===== src/sv/rft_pkg.sv =====
// Shared constants and types for the rise/fall to tilt converter.
`default_nettype none

package rft_pkg;

  // Default field widths.
  localparam int unsigned AMP_BITS_DEF  = 16;
  localparam int unsigned DUR_BITS_DEF  = 16;
  localparam int unsigned FRAC_BITS_DEF = 14;

  // Entries in the queue between the front and back parts (a power of two).
  localparam int unsigned QUEUE_DEPTH = 2;

  // Classification flags that travel with each event.
  typedef struct packed {
    logic degen;    // a denominator is zero
    logic amp_neg;  // |rise| < |fall|
    logic dur_neg;  // rise duration < fall duration
  } rft_flags_t;

  localparam int unsigned FLAGS_BITS = $bits(rft_flags_t);

endpackage : rft_pkg

`default_nettype wire


===== src/sv/rft_front.sv =====
// Front part: accepts events, forms sums, difference magnitudes and flags.
`default_nettype none

module rft_front #(
  parameter int unsigned AMP_BITS = rft_pkg::AMP_BITS_DEF,
  parameter int unsigned DUR_BITS = rft_pkg::DUR_BITS_DEF
) (
  input  wire logic                       clk,
  input  wire logic                       rst_n,
  input  wire logic                       in_valid,
  output logic                            in_ready,
  input  wire logic signed [AMP_BITS-1:0] in_rise_amp,
  input  wire logic signed [AMP_BITS-1:0] in_fall_amp,
  input  wire logic        [DUR_BITS-1:0] in_rise_dur,
  input  wire logic        [DUR_BITS-1:0] in_fall_dur,
  output logic                            out_valid,
  input  wire logic                       out_ready,
  output rft_pkg::rft_flags_t             out_flags,
  output logic             [AMP_BITS:0]   out_amp_sum,
  output logic             [AMP_BITS-1:0] out_amp_num,
  output logic             [DUR_BITS:0]   out_dur_sum,
  output logic             [DUR_BITS-1:0] out_dur_num
);

  logic                valid_r, valid_nxt;
  rft_pkg::rft_flags_t flags_r, flags_nxt;
  logic [AMP_BITS:0]   amp_sum_r, amp_sum_nxt;
  logic [AMP_BITS-1:0] amp_num_r, amp_num_nxt;
  logic [DUR_BITS:0]   dur_sum_r, dur_sum_nxt;
  logic [DUR_BITS-1:0] dur_num_r, dur_num_nxt;

  logic [AMP_BITS-1:0] mag_rise, mag_fall;
  logic                accept;

  // The holding register takes a new beat whenever it is empty or draining.
  assign in_ready = !valid_r || out_ready;
  assign accept   = in_valid && in_ready;

  // Classification: magnitudes, sums and signed differences as sign plus magnitude.
  always_comb begin
    mag_rise = in_rise_amp[AMP_BITS-1] ? (~in_rise_amp + 1'b1) : in_rise_amp;
    mag_fall = in_fall_amp[AMP_BITS-1] ? (~in_fall_amp + 1'b1) : in_fall_amp;

    amp_sum_nxt = {1'b0, mag_rise} + {1'b0, mag_fall};
    dur_sum_nxt = {1'b0, in_rise_dur} + {1'b0, in_fall_dur};

    flags_nxt.amp_neg = mag_rise < mag_fall;
    flags_nxt.dur_neg = in_rise_dur < in_fall_dur;
    flags_nxt.degen   = (amp_sum_nxt == '0) || (dur_sum_nxt == '0);

    amp_num_nxt = flags_nxt.amp_neg ? (mag_fall - mag_rise) : (mag_rise - mag_fall);
    dur_num_nxt = flags_nxt.dur_neg ? (in_fall_dur - in_rise_dur)
                                    : (in_rise_dur - in_fall_dur);

    valid_nxt = accept ? 1'b1 : (out_ready ? 1'b0 : valid_r);
  end

  // Control state.
  always_ff @(posedge clk) begin
    if (!rst_n) begin
      valid_r <= 1'b0;
    end else begin
      valid_r <= valid_nxt;
    end
  end

  // Payload registers.
  always_ff @(posedge clk) begin
    if (accept) begin
      flags_r   <= flags_nxt;
      amp_sum_r <= amp_sum_nxt;
      amp_num_r <= amp_num_nxt;
      dur_sum_r <= dur_sum_nxt;
      dur_num_r <= dur_num_nxt;
    end
  end

  assign out_valid   = valid_r;
  assign out_flags   = flags_r;
  assign out_amp_sum = amp_sum_r;
  assign out_amp_num = amp_num_r;
  assign out_dur_sum = dur_sum_r;
  assign out_dur_num = dur_num_r;

endmodule : rft_front

`default_nettype wire


===== src/sv/rft_queue.sv =====
// Small first-in first-out queue between the front and back parts.
`default_nettype none

module rft_queue #(
  parameter int unsigned WIDTH = 8,
  parameter int unsigned DEPTH = rft_pkg::QUEUE_DEPTH
) (
  input  wire logic             clk,
  input  wire logic             rst_n,
  input  wire logic             push_valid,
  output logic                  push_ready,
  input  wire logic [WIDTH-1:0] push_data,
  output logic                  pop_valid,
  input  wire logic             pop_ready,
  output logic      [WIDTH-1:0] pop_data
);

  localparam int unsigned PTR_BITS = $clog2(DEPTH);
  localparam int unsigned CNT_BITS = $clog2(DEPTH + 1);

  logic [WIDTH-1:0]    entry_r [DEPTH];
  logic [PTR_BITS-1:0] wr_ptr_r, wr_ptr_nxt;
  logic [PTR_BITS-1:0] rd_ptr_r, rd_ptr_nxt;
  logic [CNT_BITS-1:0] count_r, count_nxt;
  logic                push, pop;

  assign push_ready = count_r != CNT_BITS'(DEPTH);
  assign pop_valid  = count_r != '0;
  assign push       = push_valid && push_ready;
  assign pop        = pop_valid && pop_ready;
  assign pop_data   = entry_r[rd_ptr_r];

  // Pointer and fill count update.
  always_comb begin
    wr_ptr_nxt = push ? wr_ptr_r + 1'b1 : wr_ptr_r;
    rd_ptr_nxt = pop  ? rd_ptr_r + 1'b1 : rd_ptr_r;
    count_nxt  = count_r;
    if (push && !pop) begin
      count_nxt = count_r + 1'b1;
    end else if (pop && !push) begin
      count_nxt = count_r - 1'b1;
    end
  end

  always_ff @(posedge clk) begin
    if (!rst_n) begin
      wr_ptr_r <= '0;
      rd_ptr_r <= '0;
      count_r  <= '0;
    end else begin
      wr_ptr_r <= wr_ptr_nxt;
      rd_ptr_r <= rd_ptr_nxt;
      count_r  <= count_nxt;
    end
  end

  // Entry storage.
  always_ff @(posedge clk) begin
    if (push) begin
      entry_r[wr_ptr_r] <= push_data;
    end
  end

endmodule : rft_queue

`default_nettype wire


===== src/sv/rft_div.sv =====
// Pipelined unsigned divider: (num * 2^(QB-1)) / den, one quotient bit per stage.
`default_nettype none

module rft_div #(
  parameter int unsigned W  = 17,
  parameter int unsigned QB = 15
) (
  input  wire logic          clk,
  input  wire logic          en,
  input  wire logic [W-1:0]  num,   // must not exceed den
  input  wire logic [W-1:0]  den,
  output logic      [QB-1:0] quo
);

  logic [W-1:0]  rem_r [QB];
  logic [W-1:0]  den_r [QB];
  logic [QB-1:0] quo_r [QB];

  for (genvar i = 0; i < QB; i++) begin : g_stage
    logic [W:0]    trial;
    logic [W:0]    diff;
    logic [W-1:0]  den_in;
    logic [QB-1:0] quo_in;
    logic          take;

    // The first stage sees the numerator itself; later ones the doubled remainder.
    if (i == 0) begin : g_first
      assign trial  = {1'b0, num};
      assign den_in = den;
      assign quo_in = '0;
    end else begin : g_next
      assign trial  = {rem_r[i-1], 1'b0};
      assign den_in = den_r[i-1];
      assign quo_in = quo_r[i-1];
    end

    // Compare and subtract; the remainder stays below the divisor.
    assign diff = trial - {1'b0, den_in};
    assign take = trial >= {1'b0, den_in};

    always_ff @(posedge clk) begin
      if (en) begin
        rem_r[i] <= take ? diff[W-1:0] : trial[W-1:0];
        den_r[i] <= den_in;
        quo_r[i] <= {quo_in[QB-2:0], take};
      end
    end
  end

  assign quo = quo_r[QB-1];

endmodule : rft_div

`default_nettype wire


===== src/sv/rft_back.sv =====
// Back part: two lockstep divider pipelines, sign restore, mean and result register.
`default_nettype none

module rft_back #(
  parameter int unsigned AMP_BITS  = rft_pkg::AMP_BITS_DEF,
  parameter int unsigned DUR_BITS  = rft_pkg::DUR_BITS_DEF,
  parameter int unsigned FRAC_BITS = rft_pkg::FRAC_BITS_DEF
) (
  input  wire logic                        clk,
  input  wire logic                        rst_n,
  input  wire logic                        in_valid,
  output logic                             in_ready,
  input  wire rft_pkg::rft_flags_t         in_flags,
  input  wire logic        [AMP_BITS:0]    in_amp_sum,
  input  wire logic        [AMP_BITS-1:0]  in_amp_num,
  input  wire logic        [DUR_BITS:0]    in_dur_sum,
  input  wire logic        [DUR_BITS-1:0]  in_dur_num,
  output logic                             out_valid,
  input  wire logic                        out_ready,
  output logic             [AMP_BITS:0]    out_tilt_amp,
  output logic             [DUR_BITS:0]    out_tilt_dur,
  output logic signed      [FRAC_BITS+1:0] out_tilt_value,
  output logic                             out_degenerate
);

  localparam int unsigned QB = FRAC_BITS + 1;  // quotient bits, up to 2^FRAC_BITS
  localparam int unsigned SB = FRAC_BITS + 3;  // width of the signed sum of ratios

  logic                advance;
  logic                stg_valid_r [QB];
  rft_pkg::rft_flags_t stg_flags_r [QB];
  logic [AMP_BITS:0]   stg_amp_r   [QB];
  logic [DUR_BITS:0]   stg_dur_r   [QB];

  logic [QB-1:0]       quo_amp, quo_dur;
  rft_pkg::rft_flags_t last_flags;
  logic signed [SB-1:0] ratio_amp, ratio_dur, ratio_sum, ratio_half;

  logic                     out_valid_r, out_valid_nxt;
  logic [AMP_BITS:0]        tilt_amp_r;
  logic [DUR_BITS:0]        tilt_dur_r;
  logic signed [FRAC_BITS+1:0] tilt_value_r, tilt_value_nxt;
  logic                     degen_r;

  // The whole pipeline moves together whenever the result register can take a beat.
  assign advance  = !out_valid_r || out_ready;
  assign in_ready = advance;

  rft_div #(.W(AMP_BITS + 1), .QB(QB)) u_div_amp (
    .clk (clk),
    .en  (advance),
    .num ({1'b0, in_amp_num}),
    .den (in_amp_sum),
    .quo (quo_amp)
  );

  rft_div #(.W(DUR_BITS + 1), .QB(QB)) u_div_dur (
    .clk (clk),
    .en  (advance),
    .num ({1'b0, in_dur_num}),
    .den (in_dur_sum),
    .quo (quo_dur)
  );

  // Side band that travels alongside the divider stages.
  for (genvar i = 0; i < QB; i++) begin : g_side
    if (i == 0) begin : g_first
      always_ff @(posedge clk) begin
        if (!rst_n) begin
          stg_valid_r[i] <= 1'b0;
        end else if (advance) begin
          stg_valid_r[i] <= in_valid;
        end
      end
      always_ff @(posedge clk) begin
        if (advance) begin
          stg_flags_r[i] <= in_flags;
          stg_amp_r[i]   <= in_amp_sum;
          stg_dur_r[i]   <= in_dur_sum;
        end
      end
    end else begin : g_next
      always_ff @(posedge clk) begin
        if (!rst_n) begin
          stg_valid_r[i] <= 1'b0;
        end else if (advance) begin
          stg_valid_r[i] <= stg_valid_r[i-1];
        end
      end
      always_ff @(posedge clk) begin
        if (advance) begin
          stg_flags_r[i] <= stg_flags_r[i-1];
          stg_amp_r[i]   <= stg_amp_r[i-1];
          stg_dur_r[i]   <= stg_dur_r[i-1];
        end
      end
    end
  end

  assign last_flags = stg_flags_r[QB-1];

  // Restore signs, add the two ratios and halve toward zero.
  always_comb begin
    ratio_amp  = last_flags.amp_neg ? -$signed({2'b00, quo_amp}) : $signed({2'b00, quo_amp});
    ratio_dur  = last_flags.dur_neg ? -$signed({2'b00, quo_dur}) : $signed({2'b00, quo_dur});
    ratio_sum  = ratio_amp + ratio_dur;
    ratio_half = (ratio_sum + $signed({{(SB-1){1'b0}}, ratio_sum[SB-1]})) >>> 1;
    tilt_value_nxt = last_flags.degen ? '0 : ratio_half[FRAC_BITS+1:0];
    out_valid_nxt  = advance ? stg_valid_r[QB-1] : out_valid_r;
  end

  always_ff @(posedge clk) begin
    if (!rst_n) begin
      out_valid_r <= 1'b0;
    end else begin
      out_valid_r <= out_valid_nxt;
    end
  end

  // Result register.
  always_ff @(posedge clk) begin
    if (advance) begin
      tilt_amp_r   <= stg_amp_r[QB-1];
      tilt_dur_r   <= stg_dur_r[QB-1];
      tilt_value_r <= tilt_value_nxt;
      degen_r      <= last_flags.degen;
    end
  end

  assign out_valid      = out_valid_r;
  assign out_tilt_amp   = tilt_amp_r;
  assign out_tilt_dur   = tilt_dur_r;
  assign out_tilt_value = tilt_value_r;
  assign out_degenerate = degen_r;

  // A degenerate event always reports a zero tilt.
  a_degen_zero : assert property (@(posedge clk) disable iff (!rst_n)
    out_valid_r && degen_r |-> tilt_value_r == '0)
    else $error("degenerate result with nonzero tilt");

  // Both quotients of a regular event stay within one in Q1.FRAC_BITS.
  a_quo_range : assert property (@(posedge clk) disable iff (!rst_n)
    stg_valid_r[QB-1] && !last_flags.degen |->
      quo_amp <= QB'(1) << FRAC_BITS && quo_dur <= QB'(1) << FRAC_BITS)
    else $error("divider quotient out of range");

  // A stalled result register holds its beat into the next cycle.
  a_stall_hold : assert property (@(posedge clk) disable iff (!rst_n)
    out_valid_r && !out_ready |=> out_valid_r && $stable(tilt_value_r) && $stable(degen_r))
    else $error("result changed while stalled");

endmodule : rft_back

`default_nettype wire


===== src/sv/rise_fall_to_tilt_params.sv =====
// Top level of the rise/fall to tilt intonation parameter converter.
`default_nettype none

// Converts one intonation event (signed rise and fall amplitudes, rise and
// fall durations) into tilt form: total amplitude, total duration and a
// Q1.FRAC_BITS tilt that is the mean of the amplitude and duration tilts,
// each ratio truncated toward zero. A zero denominator forces tilt to 0 and
// raises out_degenerate. One event is accepted per clock cycle while the
// output is not stalled; a result passes through one front register, one
// queue slot, FRAC_BITS + 1 divider stages retiring one quotient bit each,
// and one result register. The divider depth sets the latency; the queue
// lets the front keep accepting while the back is stalled.
module rise_fall_to_tilt_params #(
  parameter int unsigned AMP_BITS  = rft_pkg::AMP_BITS_DEF,
  parameter int unsigned DUR_BITS  = rft_pkg::DUR_BITS_DEF,
  parameter int unsigned FRAC_BITS = rft_pkg::FRAC_BITS_DEF
) (
  input  wire logic                        clk,
  input  wire logic                        rst_n,
  input  wire logic                        in_valid,
  output logic                             in_ready,
  input  wire logic signed [AMP_BITS-1:0]  in_rise_amp,
  input  wire logic signed [AMP_BITS-1:0]  in_fall_amp,
  input  wire logic        [DUR_BITS-1:0]  in_rise_dur,
  input  wire logic        [DUR_BITS-1:0]  in_fall_dur,
  output logic                             out_valid,
  input  wire logic                        out_ready,
  output logic             [AMP_BITS:0]    out_tilt_amp,
  output logic             [DUR_BITS:0]    out_tilt_dur,
  output logic signed      [FRAC_BITS+1:0] out_tilt_value,
  output logic                             out_degenerate
);

  localparam int unsigned Q_WIDTH = rft_pkg::FLAGS_BITS + 2 * AMP_BITS + 2 * DUR_BITS + 2;

  logic                f_valid, f_ready;
  rft_pkg::rft_flags_t f_flags;
  logic [AMP_BITS:0]   f_amp_sum;
  logic [AMP_BITS-1:0] f_amp_num;
  logic [DUR_BITS:0]   f_dur_sum;
  logic [DUR_BITS-1:0] f_dur_num;

  logic                q_valid, q_ready;
  logic [Q_WIDTH-1:0]  q_data;
  rft_pkg::rft_flags_t b_flags;
  logic [AMP_BITS:0]   b_amp_sum;
  logic [AMP_BITS-1:0] b_amp_num;
  logic [DUR_BITS:0]   b_dur_sum;
  logic [DUR_BITS-1:0] b_dur_num;

  rft_front #(.AMP_BITS(AMP_BITS), .DUR_BITS(DUR_BITS)) u_front (
    .clk         (clk),
    .rst_n       (rst_n),
    .in_valid    (in_valid),
    .in_ready    (in_ready),
    .in_rise_amp (in_rise_amp),
    .in_fall_amp (in_fall_amp),
    .in_rise_dur (in_rise_dur),
    .in_fall_dur (in_fall_dur),
    .out_valid   (f_valid),
    .out_ready   (f_ready),
    .out_flags   (f_flags),
    .out_amp_sum (f_amp_sum),
    .out_amp_num (f_amp_num),
    .out_dur_sum (f_dur_sum),
    .out_dur_num (f_dur_num)
  );

  rft_queue #(.WIDTH(Q_WIDTH), .DEPTH(rft_pkg::QUEUE_DEPTH)) u_queue (
    .clk        (clk),
    .rst_n      (rst_n),
    .push_valid (f_valid),
    .push_ready (f_ready),
    .push_data  ({f_flags, f_amp_sum, f_amp_num, f_dur_sum, f_dur_num}),
    .pop_valid  (q_valid),
    .pop_ready  (q_ready),
    .pop_data   (q_data)
  );

  // Unpack the queued beat.
  assign {b_flags, b_amp_sum, b_amp_num, b_dur_sum, b_dur_num} = q_data;

  rft_back #(.AMP_BITS(AMP_BITS), .DUR_BITS(DUR_BITS), .FRAC_BITS(FRAC_BITS)) u_back (
    .clk            (clk),
    .rst_n          (rst_n),
    .in_valid       (q_valid),
    .in_ready       (q_ready),
    .in_flags       (b_flags),
    .in_amp_sum     (b_amp_sum),
    .in_amp_num     (b_amp_num),
    .in_dur_sum     (b_dur_sum),
    .in_dur_num     (b_dur_num),
    .out_valid      (out_valid),
    .out_ready      (out_ready),
    .out_tilt_amp   (out_tilt_amp),
    .out_tilt_dur   (out_tilt_dur),
    .out_tilt_value (out_tilt_value),
    .out_degenerate (out_degenerate)
  );

endmodule : rise_fall_to_tilt_params

`default_nettype wire


===== config.mk =====
export PLATFORM = sky130hd
export DESIGN_NAME = rise_fall_to_tilt_params
export DESIGN_NICKNAME = d
export VERILOG_FILES = /design/src/sv/rft_pkg.sv /design/src/sv/rft_front.sv /design/src/sv/rft_queue.sv /design/src/sv/rft_div.sv /design/src/sv/rft_back.sv /design/src/sv/rise_fall_to_tilt_params.sv
export SDC_FILE = /design/constraint.sdc
export NUM_CORES = 2
export LEC_CHECK = 0
export BUFFER_PORTS_ARGS = -buffer_cell sky130_fd_sc_hd__buf_4
export CORE_MARGIN = 1
export CORE_UTILIZATION = 44
export DETAILED_ROUTE_END_ITERATION = 8
export PLACE_DENSITY_LB_ADDON = 0.15
export SYNTH_ARGS = -nofsm -noshare
export SYNTH_HDL_FRONTEND = slang
export SYNTH_SLANG_ARGS = --single-unit
export TNS_END_PERCENT = 5

===== constraint.sdc =====
create_clock -name clk -period 97.2 [get_ports clk]
set_input_delay 14.58 -clock clk [delete_from_list [all_inputs] [get_ports clk]]
set_output_delay 14.58 -clock clk [all_outputs]
set_load 0.01 [all_outputs]

## Yosys cells after proc, flatten, opt, wreduce, memory -nomap -nowiden

Memory sizes are Yosys's and may differ from the RTL's. A register that Yosys moved wholly into a read port is not among the register bits.
Cells that the tools add are included.

| word-level totals | value |
|---|---|
| output and inout bits | 53 |
| memory bits (writable) | 2178 |
| input port bits | 68 |
| register bits after elaboration | 91 |
| word-level logic and storage cells | 202 |
| memories | 11 |

| operators by class | value |
|---|---|
| bitwise operators | 17 |
| reduce and logical (&&, ||, !) cells | 18 |
| $add $sub $neg | 46 |
| multiplexer cells | 64 |
| magnitude comparators | 32 |
| equal/unequal tests | 1 |

Memories:

| name | words | width | rd ports | clocked after memory_dff | wr ports | line | source |
|---|---|---|---|---|---|---|---|
| u_back.stg_amp_r | 15 | 17 | 15 | 1 | 15 | rft_back.sv:32 | `logic [AMP_BITS:0] stg_amp_r [QB];` |
| u_back.stg_dur_r | 15 | 17 | 15 | 1 | 15 | rft_back.sv:33 | `logic [DUR_BITS:0] stg_dur_r [QB];` |
| u_back.u_div_amp.den_r | 15 | 17 | 14 | 0 | 15 | rft_div.sv:16 | `logic [W-1:0] den_r [QB];` |
| u_back.u_div_amp.rem_r | 15 | 17 | 14 | 0 | 15 | rft_div.sv:15 | `logic [W-1:0] rem_r [QB];` |
| u_back.u_div_dur.den_r | 15 | 17 | 14 | 0 | 15 | rft_div.sv:16 |  |
| u_back.u_div_dur.rem_r | 15 | 17 | 14 | 0 | 15 | rft_div.sv:15 |  |
| 5 more memories | -- | -- | -- | -- | -- | -- |  |

Operators with widths:

| operator | count |
|---|---|
| $mux W17 | 32 |
| $ge A18 B17 Y1 | 28 |
| $sub A17 B17 Y17 | 28 |
| $mux W16 | 4 |
| $sub A16 B16 Y16 | 4 |
| $add A16 B16 Y17 | 2 |
| $ge A16 B17 Y1 | 2 |
| $logic_not A17 Y1 | 2 |
| $neg A15 Y17 | 2 |
| $sub A16 B17 Y17 | 2 |
| $add A16 B1 Y16 const B | 2 |
| $lt A16 B16 Y1 | 2 |
| $not A16 Y16 | 2 |
| $mux W1 | 26 |
| $add A17 B17 Y17 | 1 |
| $add A17 B2 Y17 | 1 |
| $or A1 B1 Y1 | 15 |
| $reduce_bool A2 Y1 | 3 |
| $logic_and A1 B1 Y1 | 5 |
| $logic_not A1 Y1 | 5 |
| $mux W2 | 2 |
| $logic_or A1 B1 Y1 | 3 |
| $add A1 B1 Y1 const B | 2 |
| $add A2 B1 Y2 const B | 1 |
| other kinds (2) | 2 |

## Longest topological paths before layout

| depth | value |
|---|---|
| depth after elaboration | 6 |
| depth in mapped cells | 21 |
| gate-level depth less buffers | 20 |

## Cells and area by module

A second synthesis with hierarchy kept.

| unflattened totals | value |
|---|---|
| cells, all modules | 7532 |
| area total of the unflattened synthesis | 98314.3 um^2 |

By module, submodules not included:

| module | cells an instance | area each (um^2) | times used | sequential area each (um^2) |
|---|---|---|---|---|
| rft_div (u_back.u_div_dur) | 2810 | 32812.7 | 1 | 17897.2 |
| rft_div (u_back.u_div_amp) | 2740 | 32268.4 | 1 | 17897.2 |
| rft_back | 918 | 20717.4 | 1 | 18657.9 |
| rft_front | 825 | 7255.7 | 1 | 2031.9 |
| rft_queue | 239 | 5260.0 | 1 | 4244.1 |

## Worst setup path before layout

No wires, ideal clock.

| timing path | value |
|---|---|
| path kind | input -> register |
| from | in out_ready |
| to | mem u_back.stg_valid_r[1] (data pin) |
| arrival time | 53.028 ns |
| path slack | 43.837 ns |
| setup time | 0.335 ns |
| data required time | 96.865 ns |
| stages | 4 |
| path buffers | 1 |
| path through | nor2b_1 > inv_1 > clkbuf_1 > and3_1 |

RTL lines:

| element | line | source |
|---|---|---|
| start: declaration | rise_fall_to_tilt_params.sv:27 | `input wire logic out_ready,` |
| end: declaration | rft_back.sv:30 | `logic stg_valid_r [QB];` |

## Worst setup path in the final report

| timing path | value |
|---|---|
| from | in in_rise_amp[0] |
| to | reg u_front.amp_num_r[6], in the netlist u_front.out_amp_num[6] (data pin) |

| between the ends | value |
|---|---|
| word-level cells in the longest chain between the ends | 5 |
| elaborated cells on any way between the ends | 7 |
| classes of those cells | add/sub (3); order compare (1); mux (2); bitwise (1) |

Ends and longest elaborated chain:

| element | line | source |
|---|---|---|
| start: declaration | rise_fall_to_tilt_params.sv:22 | `input wire logic signed [AMP_BITS-1:0] in_rise_amp,` |
| $not A16 Y16 | rft_front.sv:41 | `mag_rise = in_rise_amp[AMP_BITS-1] ? (~in_rise_amp + 1'b1) : in_rise_amp;` |
| $add A16 B1 Y16 | rft_front.sv:41 |  |
| $mux W16 (*) | rft_front.sv:41 |  |
| $sub A16 B16 Y16 or $lt A16 B16 Y1 (tied branches) | rft_front.sv:51, rft_front.sv:47 |  |
| $mux W16 (*) | rft_front.sv:51 | `amp_num_nxt = flags_nxt.amp_neg ? (mag_fall - mag_rise) : (mag_rise - mag_fall);` |
| via u_front.amp_num_nxt[6] | rft_front.sv:28 | `logic [AMP_BITS-1:0] amp_num_r, amp_num_nxt;` |
| end signal: assignment | rft_front.sv:72 | `amp_num_r <= amp_num_nxt;` |
| end: declaration | rft_front.sv:28 |  |

The timed path passes the listed nets; every way through them passes the cells marked *.
A chain may end at the register's enable or synchronous reset.

==> impl_summary.txt <==
----------------------------------------------------
[Run status]
  Result of the run ... complete, no violations

[Layout]
  Antenna cells ... 0
  Area growth from synthesis to layout ... 11.18%
  Area occupied by multi-input gates ... 34,320 um^2
  Area occupied by registers ... 46,320 um^2
  Number of fill cells ... 16,286
  Fin nets ... 7,790
  Share of layout cells above drive strength 1 ... 11.97%

[Die]
  Chip Width ... 438.5 um
  I/O pin total ... 121
  Rows ... 159
  Core box area ... 188,600 um^2
  Die ar. ... 192,300 um^2
  Initial standard-cell utilization of the core ... 44.46%
  Die height ... 438.5 um

[Pwr]
  Net switching power of the design ... 1.387 mW
  Peak supply drop ... 0.00002057 V
  Sw Ratio ... 36.72%
  Flop pwr share ... 33.4%
  Internal power ... 2.391 mW
  Total leakage power ... 37.73 nW
  Clock power share ... 16.2%
  Comb power frac ... 50.4%
  Total power per unit cell area ... 40.53 nW/um^2

[Drt]
  Antenna Nets Post-Route ... 0
  Iteration-0 DRC Markers ... 2,257
  Final wirelength ... 156,000 um
  Overall via count from detail_route ... 51,147
  DR vias/cell ... 5.275
  Average wire length per cell after detail routing ... 16.09 um
  DRC Markers ... 0
  Iteration count of the initial detailed-routing pass ... 5

[Placement]
  HPWL after detailed placement ... 115,800 um
  Global placement routability congestion ... 0.9135
  Number of I/O port buffers ... 120

[Timing]
  Transition time of the tightest slew-check pin ... 1.130 ns
  Time the final worst path needs with I/O delays and setup ... 18.64 ns
  Max Clock Freq ... 53.63 MHz
  Max-slew violation count ... 0
  Headroom to the max-slew limit ... 24.70%
  Clock Skew ... 0.02076 ns
  Final hold slack ... 0.4078 ns
  Setup repair after global routing missed its margin ... no
  Final count of hold timing violations ... 0
  Final worst path period share ... 19.18%
  Sum Neg Setup Slack ... 0 ns
  Setup violators final ... 0

[Min path]
  Worst hold path stage count ... 0
  Worst min path class ... register to register
  Worst Hold End ... u_back.u_div_amp.quo_r[0][16]
  Start point of the worst hold path ... u_back.u_div_amp.quo_r[0][0]

[Synthesis]
  Area fraction of the dominant cell type after synthesis ... 55.05%
  Gate Count Post-Synth ... 6,834
  Number of warnings printed during yosys synthesis ... 0
  Top area cells in the synthesized netlist ... edfxtp_1 55%, ha_1 9.3%, mux2_2 5.5%
  Number of different library cells in the post-synthesis netlist ... 91
  Syn avg cell area ... 12.27 um^2
  #FFs+latches synth ... 1,545
  Most instantiated flip-flop cell in the synthesis netlist ... edfxtp_1
  Netlist Area Pre-Place ... 83,840 um^2
  Async SR Flop Fraction ... 0%
  Largest area contributor in the synthesized netlist ... edfxtp_1
  EDFF count, synth ... 1,537
  Sequential area share after synthesis ... 55.24%

[Critical path]
  Reg-to-Reg End ... u_back.out_tilt_value[15]
  Nature of the critical path endpoint ... register
  Start-to-end type of the worst setup path ... input port to register
  Register-to-register setup slack ... 92.08 ns
  Max Fanout on Critical Path ... 14
  Arrival time at the worst endpoint ... 19.18 ns
  Required time reported for the critical path endpoint ... 97.73 ns
  Worst Reg2Reg Path Length in Cells ... 18
  R2r startpoint ... u_back.u_div_dur.quo_r[1][90]
  Type of origin of the critical path ... input port

[CTS]
  Maximum buffer depth of the clock tree ... 3
  Count of buffers added by post-CTS timing repair for setup ... 0
  Worst-path clk slew ... 0.06 ns
  Post-CTS Hold Fix Bufs ... 0
  Resized cells post-CTS ... 0
  Clock tree from TritonCTS ... yes
  Number of buffers created by CTS ... 166
  H-Tree Depth ... 4
  Count of clock tree sinks ... 1,545
  Later-pin clock latency in the skew report ... 0.79 ns
  Clock root cell ... clkbuf_16

[Global route]
  Met1 capacity usage during global routing ... 16.89%
  Met2 track demand over resource in global routing ... 30.68%
  Global routing usage on met3 ... 2.278%
  Final global-route overflow total ... 0
  Global-route wire length before repair ... 252,700 um
  Total Routing Usage GR ... 15.97%
  GRT Max-Usage Layer ... met2
  Initial antenna violation count ... 0
  Via count of the first global-routing pass ... 51,760
  Maximum number of pins on one net before global-route repair ... 177

[Flow run]
  Max-cap violations ... 0

----------------------------------------------------
==> worst max-delay path, cell delays in order <==
cell,delay [ns]
buf_4,0.13
inv_1,0.11
ha_1,0.17
nand2_1,0.06
or3_1,0.37
or2_2,0.31
o41ai_1,0.30
xnor2_1,0.24
ha_1,0.45
or4_1,0.57
nor4b_1,0.43
and2_1,0.41
nor2_1,0.19
buf_4,0.29
or3b_1,0.37
o41ai_1,0.08
xnor2_1,0.11
==> routing by layer <==
| layer | vias to the layer above | routed length (um) |
|---|---|---|
| met5 | - | 0 |
| met4 | 0 | 6665 |
| met3 | 375 | 4387 |
| met2 | 857 | 83150 |
| met1 | 24182 | 61830 |
| li1 | 25733 | - |
==> sequential cells by signal (all words and copies together), names as in the netlist, 2 cells and up, named ones only <==
signal	count
u_front.out_amp_num	16
u_queue.entry_r	134
u_back.u_div_dur.quo_r	120
u_queue.count_r	2
u_front.out_dur_num	16
u_back.stg_amp_r	241
u_back.out_tilt_dur	17
u_back.u_div_amp.rem_r	237
u_front.out_dur_sum	16
u_back.u_div_amp.quo_r	120
u_back.u_div_dur.rem_r	237
u_back.out_tilt_value	16
u_back.u_div_dur.den_r	253
u_front.out_flags	3
u_front.out_amp_sum	16
u_back.u_div_amp.den_r	14
u_back.stg_flags_r	45
u_back.stg_dur_r	2
u_back.stg_valid_r	15
u_back.out_tilt_amp	17
==> layout make-up <==
| cell class | instances | area share, % |
|---|---|---|
| Clock buffer | 203 | 4.639 |
| Clock inverter | 101 | 1.056 |
| Inverter | 764 | 3.084 |
| Multi-Input combinational cell | 4423 | 36.82 |
| Sequential cell | 1545 | 49.69 |
| Tap cell | 2495 | 3.349 |
| Timing Repair Buffer | 166 | 1.364 |
==> power by group through the flow <==
stage,Clock (mW),Combinational [mW],Sequential [mW]
5_1_grt,0.655,2.12,1.29
6_report,0.611,1.91,1.26
2_1_floorplan,0,1.51,1.22
3_3_place_gp,0,1.86,1.27
3_5_place_dp,0,1.89,1.28
4_1_cts,0.632,1.91,1.26
==> cell usage after synthesis (all sizes together), types with 19 or more instances <==
cell,n
and3,54
o21ai,241
and2,58
nor3,161
a31oi,51
inv,761
o41ai,39
a211oi,33
xnor2,373
fa,35
a21oi,406
o21a,80
o211ai,70
a2111oi,22
clkbuf,95
o31a,21
mux2,412
nand2b,53
nor3b,19
nor4,23
edfxtp,1537
o31ai,48
nor2b,109
nor2,365
nand2,265
mux2i,83
nand4,91
or3,35
o21bai,30
nand3,108
ha,621
xor2,100
a21boi,38
or2,25
a211o,22
a21o,116
==> worst max-delay path by stage <==
stage | start | endpoint | slack [ns] | depth (start not counted)
after floorplan | out_ready | u_back.stg_valid_r[1] | 43.84 | 4
after global placement | in_rise_amp[0] | u_front.out_amp_num[6] | 77.76 | 17
after detailed placement | in_fall_amp[7] | u_front.out_flags[2] | 77.72 | 14
after CTS | in_fall_amp[7] | u_front.out_flags[2] | 78.58 | 14
after global routing | in_rise_amp[0] | u_front.out_amp_num[6] | 78.22 | 17
final | in_rise_amp[0] | u_front.out_amp_num[6] | 78.56 | 17
==> kinds of logic after synthesis <==
kind of cell | count (synthesis) | synth area share (%)
fa+ha+maj | 656 | 10.10
xor+xnor | 473 | 4.941
flops | 1545 | 55.24
buf+inv | 867 | 3.887
other cells | 1 | 0.004473
simple gates | 1440 | 8.706
mux | 495 | 6.524
compound gates | 1357 | 10.59
==> cell usage in the layout (no fill, tap or decap), types with 37 or more instances in the layout <==
cell type  Yosys  final
nor2b_1      109    109
o41ai_1       37     37
nand2b_1      53     53
o211ai_1      70     70
mux2i_1       83     83
xor2_1       100    100
o31ai_1       48     47
a21oi_1      406    406
nand4_1       91     91
ha_1         621    621
edfxtp_1    1537   1537
inv_1        761    760
a21o_1       116    116
a31oi_1       51     50
o21a_1        80     80
nor2_1       365    364
and2_1        58     57
nor3_1       160    160
clkinv_1       3     40
mux2_2       407    407
and3_1        54     53
clkbuf_16      0    167
nand3_1      107    107
a21boi_0      38     38
o21ai_0      234    234
xnor2_1      373    373
nand2_1      265    265
buf_4          0    164
==> metrics by stage <==
| step | cell area (um^2) | setup WS, ns | utilization [%] | total power [mW] | cells |
|---|---|---|---|---|---|
| after floorplan | 83850 | 43.84 | - | 2.730 | 6835 |
| after global placement | 87910 | 77.76 | 46.61 | 3.133 | 9393 |
| after detailed placement | 87910 | 77.72 | 46.61 | 3.171 | 9393 |
| after CTS | 93220 | 78.58 | 49.43 | 3.811 | 9697 |
| after global routing | 93220 | 78.22 | 49.43 | 4.067 | 9697 |
| final | 93220 | 78.56 | 49.43 | 3.778 | 9697 |
No activity file was read; power rests on OpenSTA's default activity.
